[config.mk]
export PLATFORM = sky130hd
export DESIGN_NAME = yts_ctrl
export DESIGN_NICKNAME = d
export VERILOG_FILES = /design/src/design/yts_pkg.sv /design/src/design/yts_ctrl.sv
export SDC_FILE = /design/constraint.sdc
export NUM_CORES = 1
export LEC_CHECK = 0
export ABC_AREA = 1
export BUFFER_PORTS_ARGS = -buffer_cell sky130_fd_sc_hd__buf_4
export CAP_MARGIN = 20
export CELL_PAD_IN_SITES_DETAIL_PLACEMENT = 1
export CELL_PAD_IN_SITES_GLOBAL_PLACEMENT = 1
export CORE_UTILIZATION = 30
export CTS_BUF_LIST = sky130_fd_sc_hd__clkbuf_2
export CTS_CLUSTER_DIAMETER = 60
export DETAILED_ROUTE_END_ITERATION = 10
export GPL_ROUTABILITY_DRIVEN = 0
export MAX_ROUTING_LAYER = met4
export PLACE_DENSITY = 0.73
export SYNTH_ARGS = -nofsm -noshare
export SYNTH_HDL_FRONTEND = slang
export SYNTH_SLANG_ARGS = --single-unit
[constraint.sdc]
create_clock -name clk -period 1.51 [get_ports clk]
set_input_delay 0.3775 -clock clk [delete_from_list [all_inputs] [get_ports clk]]
set_output_delay 0.3775 -clock clk [all_outputs]
set_load 0.01 [all_outputs]
[src/design/yts_pkg.sv]
// ----------------------------------------------------------------------------
// yts_pkg
// Shared types, widths, register codes and reset values of the yaw to turn
// speed latch.
// ----------------------------------------------------------------------------
`default_nettype none

package yts_pkg;

	localparam int CURVE_ENTRIES_DEF = 256;

	localparam int ANGLE_W = 15;
	localparam int SPEED_W = 16;
	localparam int YAW_W   = 16;
	localparam int OUT_W   = 17;
	localparam int TIDX_W  = 8;
	localparam int TVAL_W  = 16;
	localparam int CFGI_W  = 3;
	localparam int CFGD_W  = 16;
	localparam int PROD_W  = 34;

	localparam logic [ANGLE_W-1:0] MAG_MAX    = 15'h7fff;
	localparam logic [OUT_W-1:0]   CURVE_ONE  = 17'h10000;

	localparam logic [ANGLE_W-1:0] START_RST  = 15'd1280;
	localparam logic [ANGLE_W-1:0] STOP_RST   = 15'd640;
	localparam logic [ANGLE_W-1:0] MAXANG_RST = 15'd5760;
	localparam logic [ANGLE_W-1:0] MARGIN_RST = 15'd256;
	localparam logic [SPEED_W-1:0] MINSPD_RST = 16'd480;
	localparam logic [SPEED_W-1:0] MAXSPD_RST = 16'd2880;

	typedef enum logic [1:0] {
		PH_IDLE = 2'd0,
		PH_TURN = 2'd1,
		PH_SUPP = 2'd2
	} phase_t;

	typedef enum logic [1:0] {
		DIR_NONE = 2'd0,
		DIR_POS  = 2'd1,
		DIR_NEG  = 2'd2
	} dir_t;

	typedef enum logic [CFGI_W-1:0] {
		CFG_START     = 3'd0,
		CFG_STOP      = 3'd1,
		CFG_MAX_ANGLE = 3'd2,
		CFG_MARGIN    = 3'd3,
		CFG_MIN_SPEED = 3'd4,
		CFG_MAX_SPEED = 3'd5
	} cfg_idx_t;

	typedef enum logic [2:0] {
		ST_IDLE,
		ST_STEP,
		ST_PREP,
		ST_DIV,
		ST_READ,
		ST_MUL,
		ST_SUM,
		ST_EMIT
	} ctrl_state_t;

	typedef struct packed {
		logic capture;
		logic step;
		logic prep;
		logic div_step;
		logic rd;
		logic mul;
		logic sum;
		logic emit;
	} yts_cmd_t;

	typedef struct packed {
		logic is_load;
		logic need_speed;
		logic need_div;
		logic out_busy;
	} yts_stat_t;

endpackage

`default_nettype wire

[src/design/yts_ctrl.sv]
// ----------------------------------------------------------------------------
// yts_ctrl
// Sequencer: steps one item through phase update or table write, divide, table read,
// multiply, sum and hand-off to the output register.
// ----------------------------------------------------------------------------
`default_nettype none

module yts_ctrl import yts_pkg::*; #(
	parameter int CURVE_ENTRIES = CURVE_ENTRIES_DEF
) (
	input  wire logic      clk,
	input  wire logic      arst_n,
	input  wire logic      in_valid,
	output logic           in_ready,
	input  wire yts_stat_t stat,
	output yts_cmd_t       cmd
);

	localparam int IW = $clog2(CURVE_ENTRIES);
	localparam int CW = $clog2(IW + 1);

	ctrl_state_t    state_q, state_n;
	logic [CW-1:0]  cnt_q;

	always_ff @(posedge clk or negedge arst_n) begin
		if (!arst_n) begin
			state_q <= ST_IDLE;
			cnt_q   <= '0;
		end else begin
			state_q <= state_n;
			if (state_q == ST_PREP) begin
				cnt_q <= CW'(IW);
			end else if (state_q == ST_DIV) begin
				cnt_q <= cnt_q - CW'(1);
			end
		end
	end

	always_comb begin
		state_n = state_q;
		unique case (state_q)
			ST_IDLE: begin
				if (in_valid) state_n = ST_STEP;
			end
			ST_STEP: begin
				if (stat.is_load)         state_n = ST_IDLE;
				else if (stat.need_speed) state_n = ST_PREP;
				else                      state_n = ST_EMIT;
			end
			ST_PREP: begin
				state_n = stat.need_div ? ST_DIV : ST_READ;
			end
			ST_DIV: begin
				if (cnt_q == CW'(1)) state_n = ST_READ;
			end
			ST_READ: state_n = ST_MUL;
			ST_MUL:  state_n = ST_SUM;
			ST_SUM:  state_n = ST_EMIT;
			ST_EMIT: begin
				if (!stat.out_busy) state_n = ST_IDLE;
			end
			default: state_n = ST_IDLE;
		endcase
	end

	always_comb begin
		in_ready     = (state_q == ST_IDLE);
		cmd          = '0;
		cmd.capture  = (state_q == ST_IDLE) && in_valid;
		cmd.step     = (state_q == ST_STEP);
		cmd.prep     = (state_q == ST_PREP);
		cmd.div_step = (state_q == ST_DIV);
		cmd.rd       = (state_q == ST_READ);
		cmd.mul      = (state_q == ST_MUL);
		cmd.sum      = (state_q == ST_SUM);
		cmd.emit     = (state_q == ST_EMIT) && !stat.out_busy;
	end

endmodule

`default_nettype wire

==> results of run 1 <==
==> final cells by class <==
cell class | count | area [µm²] | share of cell area, %
Timing Repair Buffer | 31 | 278 | 31.7
Inverter | 12 | 60.1 | 6.85
Multi-Input combinational cell | 52 | 320 | 36.5
Tap cell | 16 | 20.0 | 2.28
Clock buffer | 4 | 20.0 | 2.28
Sequential cell | 7 | 179 | 20.4
==> Yosys cell counts <==
library cell	number	area share, %
nand2_1	19	14
nor2_1	9	6.5
dfrtp_1	7	34
inv_1	6	4.4
nand3_1	6	5.8
inv_2	4	2.9
nor3_1	4	3.9
buf_6	2	4.4
ha_1	2	4.8
nand2_2	2	2.4
nand4_1	2	2.4
a21oi_1	1	0.97
clkinv_1	1	0.73
inv_6	1	1.7
nand2_4	1	2.2
nand3b_1	1	1.5
nor2_4	1	2.2
nor3_2	1	1.9
o21ai_0	1	0.97
o21ai_1	1	0.97
o32ai_1	1	1.7
==> power by group <==
group	total [µW]	leakage [µW]	switching (µW)	internal (µW)
clock network	159	0.0000166	89.0	70.4
logic	1470	0.000354	763	712
registers	446	0.0000816	156	290
==> routing by layer <==
metal / GRT usage, % / routed length (µm) / vias up
li1: - / - / 296
met1: 24.0 / 774 / 293
met2: 38.8 / 1000 / 29
met3: 2.50 / 79 / 10
met4: 18.1 / 94 / 0
met5: - / 0 / -
==> timing repair <==
item                                    in CTS  in global routing
endpoints found under the setup margin       9                  9
endpoints found under the hold margin        7                  0
gates resized for setup                     22                  7
pin swaps                                    5                  2
hold buffers                                 1                  0
buffers inserted                             9                  4
==> flip-flops by register name, indices dropped and copies added, names as in the netlist <==
register / count
cnt_q: 4
state_q: 3
==> metrics by stage <==
stage / util [%] / instances / setup TNS, ns
4_1_cts: 52.9 / 118 / -0.0846
3_3_place_gp: 41.2 / 104 / 0
3_5_place_dp: 41.2 / 104 / 0
6_report: 56.3 / 122 / -0.350
5_1_grt: 56.3 / 122 / -0.892
2_1_floorplan: - / 73 / 0
==> worst max-delay path, cell delays in order, from the launching register on <==
cell and delay, ns:
dfrtp_2 0.52, clkinv_4 0.13, nor3_2 0.17, buf_4 0.14
==> final timing paths <==
check | startpoint | to | depth (start not counted)
max in group asynchronous | arst_n | state_q[1] | 2
hold reg to reg | cnt_q[3] | cnt_q[3] | 2
setup reg to reg | state_q[1] | state_q[0] | 9
setup / recovery | state_q[2] | cmd[0] | 3
hold / removal | stat[3] | state_q[1] | 4
min in group asynchronous | arst_n | cnt_q[3] | 2
==> cells by family (layout without fill, tap and decap cells) <==
logic type | after synthesis | after routing | synth area share [%]
compound gates | 4 | 4 | 4.60
fa+ha+maj | 2 | 2 | 4.84
buf+inv | 14 | 47 | 14.0
flops | 7 | 7 | 33.9
simple gates | 46 | 46 | 42.6
==> qor.csv, run 1 <==
metric;value;unit
status;complete, but fails checks;
synth_cell_types;21;
die_w;43.5;µm
via_per_inst;5.15;
nets;116;
layout_min_cycle_time;1.59;ns
cp_data_required_time;1.13;ns
fmax;0.628;GHz
num_vias;628;
slew_viol_final;0;
r2r_slack;0.09;ns
ant_nets;0;
detail_route.iter0.violations;9;
rows;14;
p_total;2080;µW
vdd_drop_max;0.980;mV
syn-num-nets;82;
drive_gt1_share;51.9;%
final_common_cell;buf_4;
yosysWarnings;0;
path_class;flip-flop to primary output;
final.fill_count;189;
powerDensity;2370;nW/µm²
cts-root-buf;clkbuf_2;
layout_setup_ws;-0.0815;ns
whs;0.452;ns
hp-class;input port to flip-flop;
finalWirelength;1950;µm
numCtsBuffers;3;
synth_seq_area_share;33.9;%
final_area;877;µm²
cts_tree;yes;
clock_path_buffers;2;
antennaDiodeCount;0;
die_area;1890;µm²
ioPinCount;16;
violations;DRC, setup timing;
skew;0.000797;ns
pre_cts_ws;0.133;ns
finalSetupViolCount;9;
area_delta_synth_final;69.7;%
clkTransAtPathRegs;0.10;ns
place_area;642;µm²
core;1560;µm²
io_buffers;15;
finalHoldViolations;0;
fin_crit_sh;105;%
grt_overflow;0;
cts.sinks;7;
rsz0062_at_grt;yes;
clk_latency;0.24;ns
start_kind;flip-flop;
synthesis.area;517;µm²
cp.arrival;1.21;ns
grt_max_degree;8;
critical_path_peak_fanout;7;
cp-end-kind;primary output;
grt_pass1_vias;642;
ys_seq_elements;7;
drc;2;
relSlewSlack;83.1;%
worst_pin_slew;0.252;ns
dp_hpwl;1030;µm
drv_cap;0;
grt_usage;22.9;%
die_h;43.5;µm
post_drt_wl_per_cell;16.0;µm
drt-pass1-iter-count;7;
avgSynthCellArea;7.08;µm²
start_util;33.1;%
final_cell_mix;buf_4, nand2_1, buf_6;
grt_pass1_wl;2950;µm
htree_levels;1;
antenna_found_initial;0;
p_leak;0.000453;µW
syn-instance-count;73;
Power figures use the tool's default switching activity.
==> run 2, diff against run 1 <==
PLACE_DENSITY = 0.75   (was 0.73)
SETUP_SLACK_MARGIN = 0.02   (was not set)
TNS_END_PERCENT = 20   (was not set)
clock period = 1.4 ns   (was 1.51 ns; I/O delays follow)
==> run 2 against run 1 <==
Effect of this change:
- the run still ends with DRC, setup timing left
- critical path depth grew 1
- non-clock buffer count is the same
- total power grew 0.36%
- final area shrank 1.9%
- setup slack lost 0.015 ns
- hold slack lost 0.044 ns
- sequential share of layout area grew 0.39 points
- die area is the same
- largest cell class unchanged
==> qor.csv, run 2 (synthesis gave the netlist of run 1 again) <==
metric;value;unit;change
drive_gt1_share;52.8;%;+0.94 points
cp_data_required_time;1.05;ns;-0.08 ns
powerDensity;2420;nW/µm²;+2.3%
clkPwrFrac;7.6;%;about the same
start_kind;flip-flop;;
critical_path_peak_fanout;4;;-3
path_class;flip-flop to primary output;;
finalSetupViolCount;9;;unchanged
p_switching;970;µW;-3.8%
relSlewSlack;83.0;%;-0.15 points
die_h;43.5;µm;unchanged
antenna_found_initial;0;;unchanged
grt_usage;22.1;%;-0.84 points
rsz0062_at_grt;yes;;
cts.sinks;7;;unchanged
cts_tree;yes;;
seqCellArea;179;µm²;unchanged
multi_input_area;318;µm²;-0.78%
p_int;1120;µW;+4.2%
pre_cts_ws;0.0819;ns;-0.0512 ns
p_comb_share;69.6;%;-1.3 points
area_delta_synth_final;66.6;%;
timing.setup.tns;-0.703;ns;-0.353 ns
gr-usage-met2;40.6;%;+1.8 points
drt-pass1-iter-count;7;;unchanged
dp_hpwl;1060;µm;+2.7%
r2r_slack;0.08;ns;about the same
worst_pin_slew;0.253;ns;+0.00114 ns
largest_reg_flops;4;;unchanged
vdd_drop_max;1.07;mV;+9.1%
grt_pass1_vias;662;;+3.1%
ioPinCount;16;;unchanged
htree_levels;1;;unchanged
cp.arrival;1.15;ns;-0.06 ns
regMostFlops;cnt_q;;
rows;14;;unchanged
grtUsageMet1;22.8;%;-1.1 points
grt_pass1_wl;2930;µm;-0.48%
ant_nets;0;;unchanged
p_sw_share;46.5;%;-2.0 points
layout_min_cycle_time;1.50;ns;
detail_route.iter0.violations;6;;-3
die_w;43.5;µm;unchanged
seqPwrFrac;22.9;%;+1.5 points
die_area;1890;µm²;unchanged
skew;0.00549;ns;+0.00470 ns
clock_path_buffers;2;;unchanged
post_drt_wl_per_cell;13.2;µm;-17%
clk_latency;0.24;ns;about the same
numCtsBuffers;3;;unchanged
core;1560;µm²;unchanged
violations;DRC, setup timing;;
finalWirelength;1610;µm;-17%
finalHoldViolations;0;;unchanged
layout_setup_ws;-0.0960;ns;-0.0145 ns
largestRegisters;cnt_q (4), state_q (3);;
top_usage_layer;met2;;
cts-root-buf;clkbuf_2;;
status;complete, but fails checks;;
grt_overflow;0;;unchanged
start_util;33.1;%;unchanged
grtUsageMet3;2.50;%;unchanged
grt_max_degree;8;;unchanged
nets;116;;unchanged
p_leak;0.000448;µW;-1.0%
antennaDiodeCount;0;;unchanged
final.fill_count;201;;+6.3%
final_common_cell;buf_4;;
clkTransAtPathRegs;0.07;ns;-0.03 ns
num_vias;613;;-2.4%
drc;2;;unchanged
drv_cap;0;;unchanged
final_cell_mix;buf_4, nand2_1, buf_6;;
io_buffers;15;;unchanged
hp-class;input port to flip-flop;;
via_per_inst;5.02;;-2.4%
fin_crit_sh;107;%;
cp-end-kind;primary output;;
slew_viol_final;0;;unchanged
fmax;0.668;GHz;
run 2: path summary, 6_finish.rpt:
| check | start | end | depth (start not counted) |
|---|---|---|---|
| min | stat[1] | state_q[1] | 3 |
| max | state_q[0] | cmd[6] | 4 |
| min in group asynchronous | arst_n | cnt_q[0] | 2 |
| min reg2reg | cnt_q[3] | cnt_q[3] | 2 |
| max reg2reg | state_q[0] | state_q[2] | 9 |
| max in group asynchronous | arst_n | state_q[1] | 2 |
run 2: worst max-delay path, stage by stage, from the launching register on:
cell and delay (ns):
dfrtp_2 0.44, buf_6 0.13, inv_6 0.03, nor3_4 0.18, buf_6 0.13
run 2: layout make-up:
type / count / share of cell area (%)
multi-input cells: 52 / 36.9
inverters: 12 / 6.40
well taps: 16 / 2.33
flip-flops and latches: 7 / 20.8
clock buffers: 4 / 2.33
repair buffers: 31 / 31.2
run 2: through the flow:
step	util (%)	instance area [µm²]	std cells	total power, µW	hold WS [ns]
floorplan	-	517	73	1100	0.0544
global placement	42.6	664	107	1410	0.171
detailed placement	42.6	664	107	1450	0.170
CTS	54.7	852	122	2050	0.360
global route	55.2	861	122	2280	0.423
finish	55.2	861	122	2090	0.408
run 2: power by group through the flow:
stage	logic, µW	registers (µW)	clock network (µW)
3_5_place_dp	1010	440	0
5_1_grt	1610	492	177
3_3_place_gp	974	436	0
6_report	1450	477	158
2_1_floorplan	720	375	0
4_1_cts	1410	473	165
run 2: what timing repair did:
item / 4_1_cts / 5_1_grt
hold endpoints to repair: 7 / 0
hold buffers: 1 / 0
setup buffers: 10 / 0
pin swaps: 6 / 3
resized for setup: 24 / 4
endpoints found under the setup margin: 9 / 12
run 2: routing by layer:
metal	wire length (µm)	up-vias
li1	-	298
met1	624	290
met2	887	20
met3	57	5
met4	44	0
met5	0	-
