**config.mk**
```make
export PLATFORM = sky130hd
export DESIGN_NAME = yts_datapath
export DESIGN_NICKNAME = d
export VERILOG_FILES = /design/src/design/yts_pkg.sv /design/src/design/yts_datapath.sv
export SDC_FILE = /design/constraint.sdc
export NUM_CORES = 2
export LEC_CHECK = 0
export BUFFER_PORTS_ARGS = -buffer_cell sky130_fd_sc_hd__buf_2
export CORE_UTILIZATION = 35
export DETAILED_ROUTE_END_ITERATION = 8
export SKIP_LAST_GASP = 1
export SLEW_MARGIN = 40
export SYNTH_ARGS = -nofsm -noshare
export SYNTH_HDL_FRONTEND = slang
export SYNTH_SLANG_ARGS = --single-unit
```
**constraint.sdc**
```tcl
create_clock -name clk -period 24.4 [get_ports clk]
set_input_delay 4.88 -clock clk [delete_from_list [all_inputs] [get_ports clk]]
set_output_delay 4.88 -clock clk [all_outputs]
set_load 0.05 [all_outputs]
```
**src/design/yts_pkg.sv**
```systemverilog
// ----------------------------------------------------------------------------
// yts_pkg
// Shared types, widths, register codes and reset values of the yaw to turn
// speed latch.
// ----------------------------------------------------------------------------
`default_nettype none

package yts_pkg;

	localparam int CURVE_ENTRIES_DEF = 256;

	localparam int ANGLE_W = 15;
	localparam int SPEED_W = 16;
	localparam int YAW_W   = 16;
	localparam int OUT_W   = 17;
	localparam int TIDX_W  = 8;
	localparam int TVAL_W  = 16;
	localparam int CFGI_W  = 3;
	localparam int CFGD_W  = 16;
	localparam int PROD_W  = 34;

	localparam logic [ANGLE_W-1:0] MAG_MAX    = 15'h7fff;
	localparam logic [OUT_W-1:0]   CURVE_ONE  = 17'h10000;

	localparam logic [ANGLE_W-1:0] START_RST  = 15'd1280;
	localparam logic [ANGLE_W-1:0] STOP_RST   = 15'd640;
	localparam logic [ANGLE_W-1:0] MAXANG_RST = 15'd5760;
	localparam logic [ANGLE_W-1:0] MARGIN_RST = 15'd256;
	localparam logic [SPEED_W-1:0] MINSPD_RST = 16'd480;
	localparam logic [SPEED_W-1:0] MAXSPD_RST = 16'd2880;

	typedef enum logic [1:0] {
		PH_IDLE = 2'd0,
		PH_TURN = 2'd1,
		PH_SUPP = 2'd2
	} phase_t;

	typedef enum logic [1:0] {
		DIR_NONE = 2'd0,
		DIR_POS  = 2'd1,
		DIR_NEG  = 2'd2
	} dir_t;

	typedef enum logic [CFGI_W-1:0] {
		CFG_START     = 3'd0,
		CFG_STOP      = 3'd1,
		CFG_MAX_ANGLE = 3'd2,
		CFG_MARGIN    = 3'd3,
		CFG_MIN_SPEED = 3'd4,
		CFG_MAX_SPEED = 3'd5
	} cfg_idx_t;

	typedef enum logic [2:0] {
		ST_IDLE,
		ST_STEP,
		ST_PREP,
		ST_DIV,
		ST_READ,
		ST_MUL,
		ST_SUM,
		ST_EMIT
	} ctrl_state_t;

	typedef struct packed {
		logic capture;
		logic step;
		logic prep;
		logic div_step;
		logic rd;
		logic mul;
		logic sum;
		logic emit;
	} yts_cmd_t;

	typedef struct packed {
		logic is_load;
		logic need_speed;
		logic need_div;
		logic out_busy;
	} yts_stat_t;

endpackage

`default_nettype wire

```
**src/design/yts_datapath.sv**
```systemverilog
// ----------------------------------------------------------------------------
// yts_datapath
// Registers, phase update logic, curve table, restoring divider, speed
// multiplier and output register.
// ----------------------------------------------------------------------------
`default_nettype none

module yts_datapath import yts_pkg::*; #(
	parameter int CURVE_ENTRIES = CURVE_ENTRIES_DEF
) (
	input  wire logic                     clk,
	input  wire logic                     arst_n,
	input  wire yts_cmd_t                 cmd,
	output yts_stat_t                     stat,
	input  wire logic                     in_command,
	input  wire logic signed [YAW_W-1:0]  in_yaw,
	input  wire logic [TIDX_W-1:0]        in_table_index,
	input  wire logic [TVAL_W-1:0]        in_table_value,
	input  wire logic                     cfg_we,
	input  wire logic [CFGI_W-1:0]        cfg_index,
	input  wire logic [CFGD_W-1:0]        cfg_data,
	input  wire logic                     out_ready,
	output logic                          out_valid,
	output logic signed [OUT_W-1:0]       out_turn_speed,
	output logic [1:0]                    out_phase
);

	localparam int IW = $clog2(CURVE_ENTRIES);
	localparam int NW = ANGLE_W + $clog2(CURVE_ENTRIES + 1);

	// configuration registers
	logic [ANGLE_W-1:0] start_q, stop_q, max_ang_q, margin_q;
	logic [SPEED_W-1:0] min_spd_q, max_spd_q;

	// captured item
	logic                     cmd_q;
	logic signed [YAW_W-1:0]  yaw_q;
	logic [TIDX_W-1:0]        tidx_q;
	logic [TVAL_W-1:0]        tval_q;

	// phase state
	phase_t             phase_q;
	dir_t               ldir_q, sdir_q;
	logic [ANGLE_W-1:0] lmag_q, peak_q, smag_q;

	// speed datapath
	logic                      full_q;
	logic [ANGLE_W-1:0]        rem_q, dvs_q;
	logic [IW-1:0]             quo_q;
	logic [TVAL_W-1:0]         rdata_q;
	logic signed [PROD_W-1:0]  prod_q;
	logic signed [OUT_W-1:0]   res_speed_q;
	phase_t                    res_phase_q;
	logic                      out_valid_q;
	logic signed [OUT_W-1:0]   out_speed_q;
	logic [1:0]                out_phase_q;

	logic [TVAL_W-1:0] curve_mem [CURVE_ENTRIES];

	always_ff @(posedge clk or negedge arst_n) begin
		if (!arst_n) begin
			start_q   <= START_RST;
			stop_q    <= STOP_RST;
			max_ang_q <= MAXANG_RST;
			margin_q  <= MARGIN_RST;
			min_spd_q <= MINSPD_RST;
			max_spd_q <= MAXSPD_RST;
		end else if (cfg_we) begin
			unique case (cfg_index)
				CFG_START:     start_q   <= cfg_data[ANGLE_W-1:0];
				CFG_STOP:      stop_q    <= cfg_data[ANGLE_W-1:0];
				CFG_MAX_ANGLE: max_ang_q <= cfg_data[ANGLE_W-1:0];
				CFG_MARGIN:    margin_q  <= cfg_data[ANGLE_W-1:0];
				CFG_MIN_SPEED: min_spd_q <= cfg_data;
				CFG_MAX_SPEED: max_spd_q <= cfg_data;
				default: ;
			endcase
		end
	end

	always_ff @(posedge clk) begin
		if (cmd.capture) begin
			cmd_q  <= in_command;
			yaw_q  <= in_yaw;
			tidx_q <= in_table_index;
			tval_q <= in_table_value;
		end
	end

	// magnitude and side of the sample, yaw zero counts as positive
	logic [YAW_W-1:0]   yaw_abs;
	logic [ANGLE_W-1:0] mag;
	dir_t               dir;

	assign yaw_abs = yaw_q[YAW_W-1] ? YAW_W'(-yaw_q) : YAW_W'(yaw_q);
	assign mag     = yaw_abs[YAW_W-1] ? MAG_MAX : yaw_abs[ANGLE_W-1:0];
	assign dir     = yaw_q[YAW_W-1] ? DIR_NEG : DIR_POS;

	logic signed [ANGLE_W:0] margin_s, gap, pull;
	logic                    rearm, fin;
	phase_t                  ph_n;
	dir_t                    ld_n, sd_n;
	logic [ANGLE_W-1:0]      lm_n, pk_n, sm_n;

	assign margin_s = $signed({1'b0, margin_q});
	assign gap      = $signed({1'b0, mag}) - $signed({1'b0, smag_q});
	assign rearm    = (dir != sdir_q) || (gap >= margin_s);

	always_comb begin
		ph_n = phase_q;
		ld_n = ldir_q;
		lm_n = lmag_q;
		pk_n = peak_q;
		sd_n = sdir_q;
		sm_n = smag_q;
		fin  = 1'b0;
		pull = '0;
		if (ph_n == PH_SUPP) begin
			if (mag <= start_q) begin
				ph_n = PH_IDLE; ld_n = DIR_NONE; lm_n = '0; pk_n = '0;
				sd_n = DIR_NONE; sm_n = '0;
				fin  = 1'b1;
			end else if (rearm) begin
				ld_n = dir; lm_n = mag; pk_n = mag;
				sd_n = DIR_NONE; sm_n = '0;
				ph_n = PH_TURN;
			end else begin
				fin = 1'b1;
			end
		end
		if (!fin) begin
			if (ph_n == PH_TURN) begin
				if (mag <= stop_q) begin
					ph_n = PH_IDLE; ld_n = DIR_NONE; lm_n = '0; pk_n = '0;
					sd_n = DIR_NONE; sm_n = '0;
					fin  = 1'b1;
				end
			end else if (mag > start_q) begin
				ld_n = dir; lm_n = mag; pk_n = mag;
				ph_n = PH_TURN;
			end
		end
		if (!fin) begin
			if (ph_n != PH_TURN) begin
				fin = 1'b1;
			end else if ((dir == DIR_NEG) == (ld_n == DIR_NEG)) begin
				// same side: pullback from the peak suppresses
				pull = $signed({1'b0, pk_n}) - $signed({1'b0, mag});
				if (pull >= margin_s) begin
					sd_n = ld_n; sm_n = mag;
					ld_n = DIR_NONE; lm_n = '0; pk_n = '0;
					ph_n = PH_SUPP;
					fin  = 1'b1;
				end else begin
					lm_n = mag;
					if (mag > pk_n) pk_n = mag;
				end
			end
		end
	end

	always_ff @(posedge clk or negedge arst_n) begin
		if (!arst_n) begin
			phase_q <= PH_IDLE;
			ldir_q  <= DIR_NONE;
			lmag_q  <= '0;
			peak_q  <= '0;
			sdir_q  <= DIR_NONE;
			smag_q  <= '0;
		end else if (cmd.step && !cmd_q) begin
			phase_q <= ph_n;
			ldir_q  <= ld_n;
			lmag_q  <= lm_n;
			peak_q  <= pk_n;
			sdir_q  <= sd_n;
			smag_q  <= sm_n;
		end
	end

	// normalization: n = floor(entries * (latched - start) / (max - start))
	logic              at_zero, at_full, need_div;
	logic [NW-1:0]     numer;
	logic [ANGLE_W:0]  trial;

	assign at_zero  = (lmag_q <= start_q);
	assign at_full  = (lmag_q >= max_ang_q);
	assign need_div = !at_zero && !at_full;
	assign numer    = NW'(ANGLE_W'(lmag_q - start_q)) * NW'(CURVE_ENTRIES);
	assign trial    = {rem_q, quo_q[IW-1]};

	always_ff @(posedge clk) begin
		if (cmd.prep) begin
			full_q <= !at_zero && at_full;
			dvs_q  <= ANGLE_W'(max_ang_q - start_q);
			if (need_div) begin
				rem_q <= ANGLE_W'(numer >> IW);
				quo_q <= numer[IW-1:0];
			end else begin
				rem_q <= '0;
				quo_q <= '0;
			end
		end else if (cmd.div_step) begin
			if (trial >= {1'b0, dvs_q}) begin
				rem_q <= ANGLE_W'(trial - {1'b0, dvs_q});
				quo_q <= {quo_q[IW-2:0], 1'b1};
			end else begin
				rem_q <= trial[ANGLE_W-1:0];
				quo_q <= {quo_q[IW-2:0], 1'b0};
			end
		end
	end

	logic tbl_we;
	assign tbl_we = cmd.step && cmd_q && ({24'd0, tidx_q} < 32'(CURVE_ENTRIES));

	always_ff @(posedge clk) begin
		if (tbl_we) curve_mem[IW'(tidx_q)] <= tval_q;
		if (cmd.rd) rdata_q <= curve_mem[quo_q];
	end

	logic [OUT_W-1:0]          curve;
	logic signed [OUT_W-1:0]   spd_diff;
	logic signed [OUT_W:0]     spd_sum;
	logic signed [OUT_W-1:0]   spd_pos;

	assign curve    = full_q ? CURVE_ONE : {1'b0, rdata_q};
	assign spd_diff = $signed({1'b0, max_spd_q}) - $signed({1'b0, min_spd_q});
	// top bits of the product are the floor of product / 65536
	assign spd_sum  = $signed({2'b00, min_spd_q}) + $signed(prod_q[PROD_W-1:16]);
	assign spd_pos  = OUT_W'(spd_sum);

	// curve is unsigned, full scale sets its top bit
	always_ff @(posedge clk) begin
		if (cmd.mul) prod_q <= spd_diff * $signed({1'b0, curve});
	end

	always_ff @(posedge clk) begin
		if (cmd.step) begin
			res_phase_q <= ph_n;
			res_speed_q <= '0;
		end else if (cmd.sum) begin
			res_speed_q <= (ldir_q == DIR_NEG) ? -spd_pos : spd_pos;
		end
	end

	always_ff @(posedge clk or negedge arst_n) begin
		if (!arst_n) begin
			out_valid_q <= 1'b0;
		end else if (cmd.emit) begin
			out_valid_q <= 1'b1;
		end else if (out_ready) begin
			out_valid_q <= 1'b0;
		end
	end

	always_ff @(posedge clk) begin
		if (cmd.emit) begin
			out_speed_q <= res_speed_q;
			out_phase_q <= res_phase_q;
		end
	end

	assign out_valid      = out_valid_q;
	assign out_turn_speed = out_speed_q;
	assign out_phase      = out_phase_q;

	always_comb begin
		stat            = '0;
		stat.is_load    = cmd_q;
		stat.need_speed = !fin;
		stat.need_div   = need_div;
		stat.out_busy   = out_valid_q && !out_ready;
	end

endmodule

`default_nettype wire
```
==> reports/metrics.csv <==
stage;metric;value;unit
drt;drt_pass1_iterations;6;
synthesis;synthTopCellsByCount;4,222 x edfxtp_1, 1,360 x mux4_2, 486 x nor2_1, 418 x inv_1, 353 x nand2_1;
synthesis;synthFlopType;edfxtp_1;
finish;final.fill_count;45700;
cts;cts_made_buffers;435;
synthesis;synth_edf_count;4222;
place;dp_hpwl;284;mm
global_routing;grtUsageMet1;24.3;%
setup_path;crit_type;flip-flop to output pin;
finish;stdcell_area;210000;um^2
setup_path;crit_fanout;15;
job;max_cap_violations;0;
setup_path;crit_slowest_cell;or4b_2;
setup_path;start_kind;flip-flop;
drt;ant_nets;0;
synthesis;netlist_area;184000;um^2
synthesis;synth_mux_area_share;17.0;%
sta;finalCriticalPeriod;18030;ps
synthesis;synth.most_common_cell;edfxtp_1;
synthesis;yosysTopAreaCell;edfxtp_1;
pwr;p_leak;66.9;nW
global_routing;grt_max_degree;193;
sta;period_share;73.9;%
sta;finalSetupViolCount;0;
synthesis;synth_seq_cells;4391;
drt;first_iter_violations;9926;
drt;totalWireLength;463;mm
cts;hold_buffers;0;
worst_hold_path;hp-start;res_speed_q[12]$_SDFFE_PP0P_;
cts;clkLatencyLatePin;1040;ps
floorplan;rows;265;
setup_path;endpoint_kind;output pin;
synthesis;synth_cell_types;82;
setup_path;cpPeakStageDelay;800;ps
floorplan;die_w;727;um
synthesis;synth_area_leaders;edfxtp_1 69%, mux4_2 17%, fa_1 2.5%;
cts;h-tree-depth;5;
pwr;p_per_area;124;nW/um^2
setup_path;r2r-start;yaw_q[7]$_DFFE_PP_;
place;gp_congestion;0.828;
synthesis;ys_async_sr_fraction;3.28;%
sta;finalClockSkew;152;ps
cts;clockBufferDepth;4;
synthesis;yosysSeqAreaShare;71.2;%
floorplan;fp.coreArea;522000;um^2
global_routing;grt-ovfl-total;0;
sta;fmax;55.4;MHz
synthesis;synth_compound_area_share;1.98;%
setup_path;crit_arrival;13150;ps
cts;cts_post_setup_buffers_inserted;0;
global_routing;grtUsageTotal;17.2;%
synthesis;synth_top_family_by_area;multiplexers;
place;placedInstanceArea;195000;um^2
cts;cts_sinks;4391;
global_routing;grt-busiest-layer;met2;
sta;tns;0;ps
global_routing;grt_pass1_vias;93100;
floorplan;dieArea;528000;um^2
sta;hold_viol;0;
floorplan;ios;96;
synthesis;synthSimpleGateAreaFrac;2.86;%
drt;drc;0;
global_routing;antenna_found_initial;29;
sta;rsz0062_at_grt;no;
global_routing;gr-usage-met3;2.63;%
sta;max_slew.worst_pin.slew;942;ps
finish;syn2layout_area_growth;14.2;%
sta;slew_headroom;37.2;%
finish;layout.nets;10200;
synthesis;syn_inst;9085;
cts;tritoncts;built;
floorplan;start_util;35.2;%
sta;drv_slew;0;
finish;drive_gt1_share;26.4;%
global_routing;grt_use_met2;28.1;%
drt;via_per_inst;5.38;
cts;clk_pin_slew;60;ps
synthesis;synth_nets;9683;
floorplan;die_y;727;um
place;io_buffers;95;
setup_path;startpoint;yaw_q[7]$_DFFE_PP_;
worst_hold_path;min_path_type;flip-flop to flip-flop;
synthesis;synth_top_area_share;69.0;%
synthesis;avgSynthCellArea;20.2;um^2
cts;cts_root_buffer;clkbuf_16;
synthesis;synth_xor_area_share;0.557;%
outcome;status;completed;
cts;cts_resized;0;
setup_path;required;19520;ps
synthesis;synth_fa_ha_area_share;4.52;%
global_routing;grt_pass1_wl;670;mm
drt;routedWlPerCell;27.3;um
drt;num_vias;91100;
pwr;max-vdd-ir-drop;0.629;mV
synthesis;yosys_warnings;0;
[state kept, by name, summed over array words and instances, names as in the netlist, 15 cells and up]
register and count:
res_speed_q 17, peak_q 15, stop_q 15, margin_q 15
min_spd_q 16, smag_q 15, dvs_q 15, out_turn_speed 17
rdata_q 16, tval_q 16, start_q 15, max_spd_q 16
prod_q 17, lmag_q 15, rem_q 15, max_ang_q 15
curve_mem 4096, yaw_q 16
[logic make-up after synthesis]
kind of cell,Yosys count
adders and majority gates,526
AOI/OAI and AO/OA,576
xor gates and xnor gates,117
DFF,4391
and+or+nand+nor,1190
buffers and inverters,862
muxes,1423
[layout by cell type, fill, tap and decap left out, drive strengths merged, types with 24 or more instances in the layout]
| cell | synthesis | final |
|---|---|---|
| dfrtp | 127 | 127 |
| xnor2 | 79 | 79 |
| nand2b | 24 | 24 |
| nand3 | 86 | 86 |
| inv | 418 | 429 |
| nor3 | 35 | 35 |
| nor2 | 486 | 486 |
| dfxtp | 25 | 25 |
| a211oi | 27 | 27 |
| mux4 | 1360 | 1360 |
| ha | 296 | 296 |
| nor2b | 55 | 55 |
| nand4 | 24 | 24 |
| mux2i | 25 | 25 |
| clkinv | 0 | 216 |
| xor2 | 38 | 38 |
| a21oi | 145 | 145 |
| a21o | 30 | 30 |
| fa | 230 | 230 |
| edfxtp | 4222 | 4222 |
| mux2 | 38 | 38 |
| nand2 | 353 | 353 |
| and2 | 43 | 43 |
| buf | 146 | 524 |
| o21ai | 185 | 185 |
| clkbuf | 298 | 520 |
| bufinv | 0 | 45 |
[routing by layer]
layer / up-vias / share of wire [%]
li1: 37900 / -
met1: 49100 / 42
met2: 3530 / 48
met3: 636 / 7.3
met4: 6 / 2.8
met5: - / 0.0097
[cell type report]
cell class | count | area (um^2) | share of cell area [%]
diodes | 22 | 55.1 | 0.0262
clock buffers | 519 | 11300 | 5.39
clock inverters | 293 | 2930 | 1.40
inverters | 418 | 1570 | 0.748
multi-input cells | 3832 | 49800 | 23.7
flip-flops and latches | 4391 | 131000 | 62.4
well taps | 6942 | 8690 | 4.14
repair buffers | 525 | 4610 | 2.20
[report_power, final]
| group | internal, W | total (W) | switching, W |
|---|---|---|---|
| Sequential | 0.00882 | 0.00892 | 0.000102 |
| Combinational | 0.00433 | 0.0104 | 0.00603 |
| Clock | 0.00379 | 0.00668 | 0.00289 |
| Total | 0.0169 | 0.0260 | 0.00902 |
[worst max-delay path: cells and delay by family (launching register included)]
| kind | cells | cell delay [ps] |
|---|---|---|
| flops | 1 | 430 |
| compound gates | 19 | 4860 |
| buf+inv | 3 | 670 |
| simple gates | 16 | 4390 |
| xor+xnor | 2 | 260 |
| fa+ha+maj | 5 | 1560 |
[path summary, 6_finish.rpt]
path,cells after the start,to,slack (ps)
max in group asynchronous,3,smag_q[13]$_DFFE_PN0P_,19220
min in group asynchronous,1,out_valid$_DFFE_PN0P_,3790
min reg2reg,0,out_turn_speed[12]$_DFFE_PP_,440
min,0,out_turn_speed[12]$_DFFE_PP_,440
max reg2reg,44,peak_q[13]$_DFFE_PN0P_,11720
max,45,stat[2],6370
[stage by stage]
step                      setup WS [ps]  total power (W)  hold WS [ps]  cells  utilization (%)
final                              6370           0.0260           435  16900             40.2
after CTS                          6350           0.0262           440  16900             40.1
after detailed placement           7480           0.0194           424  16100             37.4
after global routing               5070           0.0277           452  16900             40.2
after floorplan                    9710           0.0165           400   9085                -
after global placement             7430           0.0193           420  16100             37.3
Note: power is estimated with default switching activity, not from simulation.
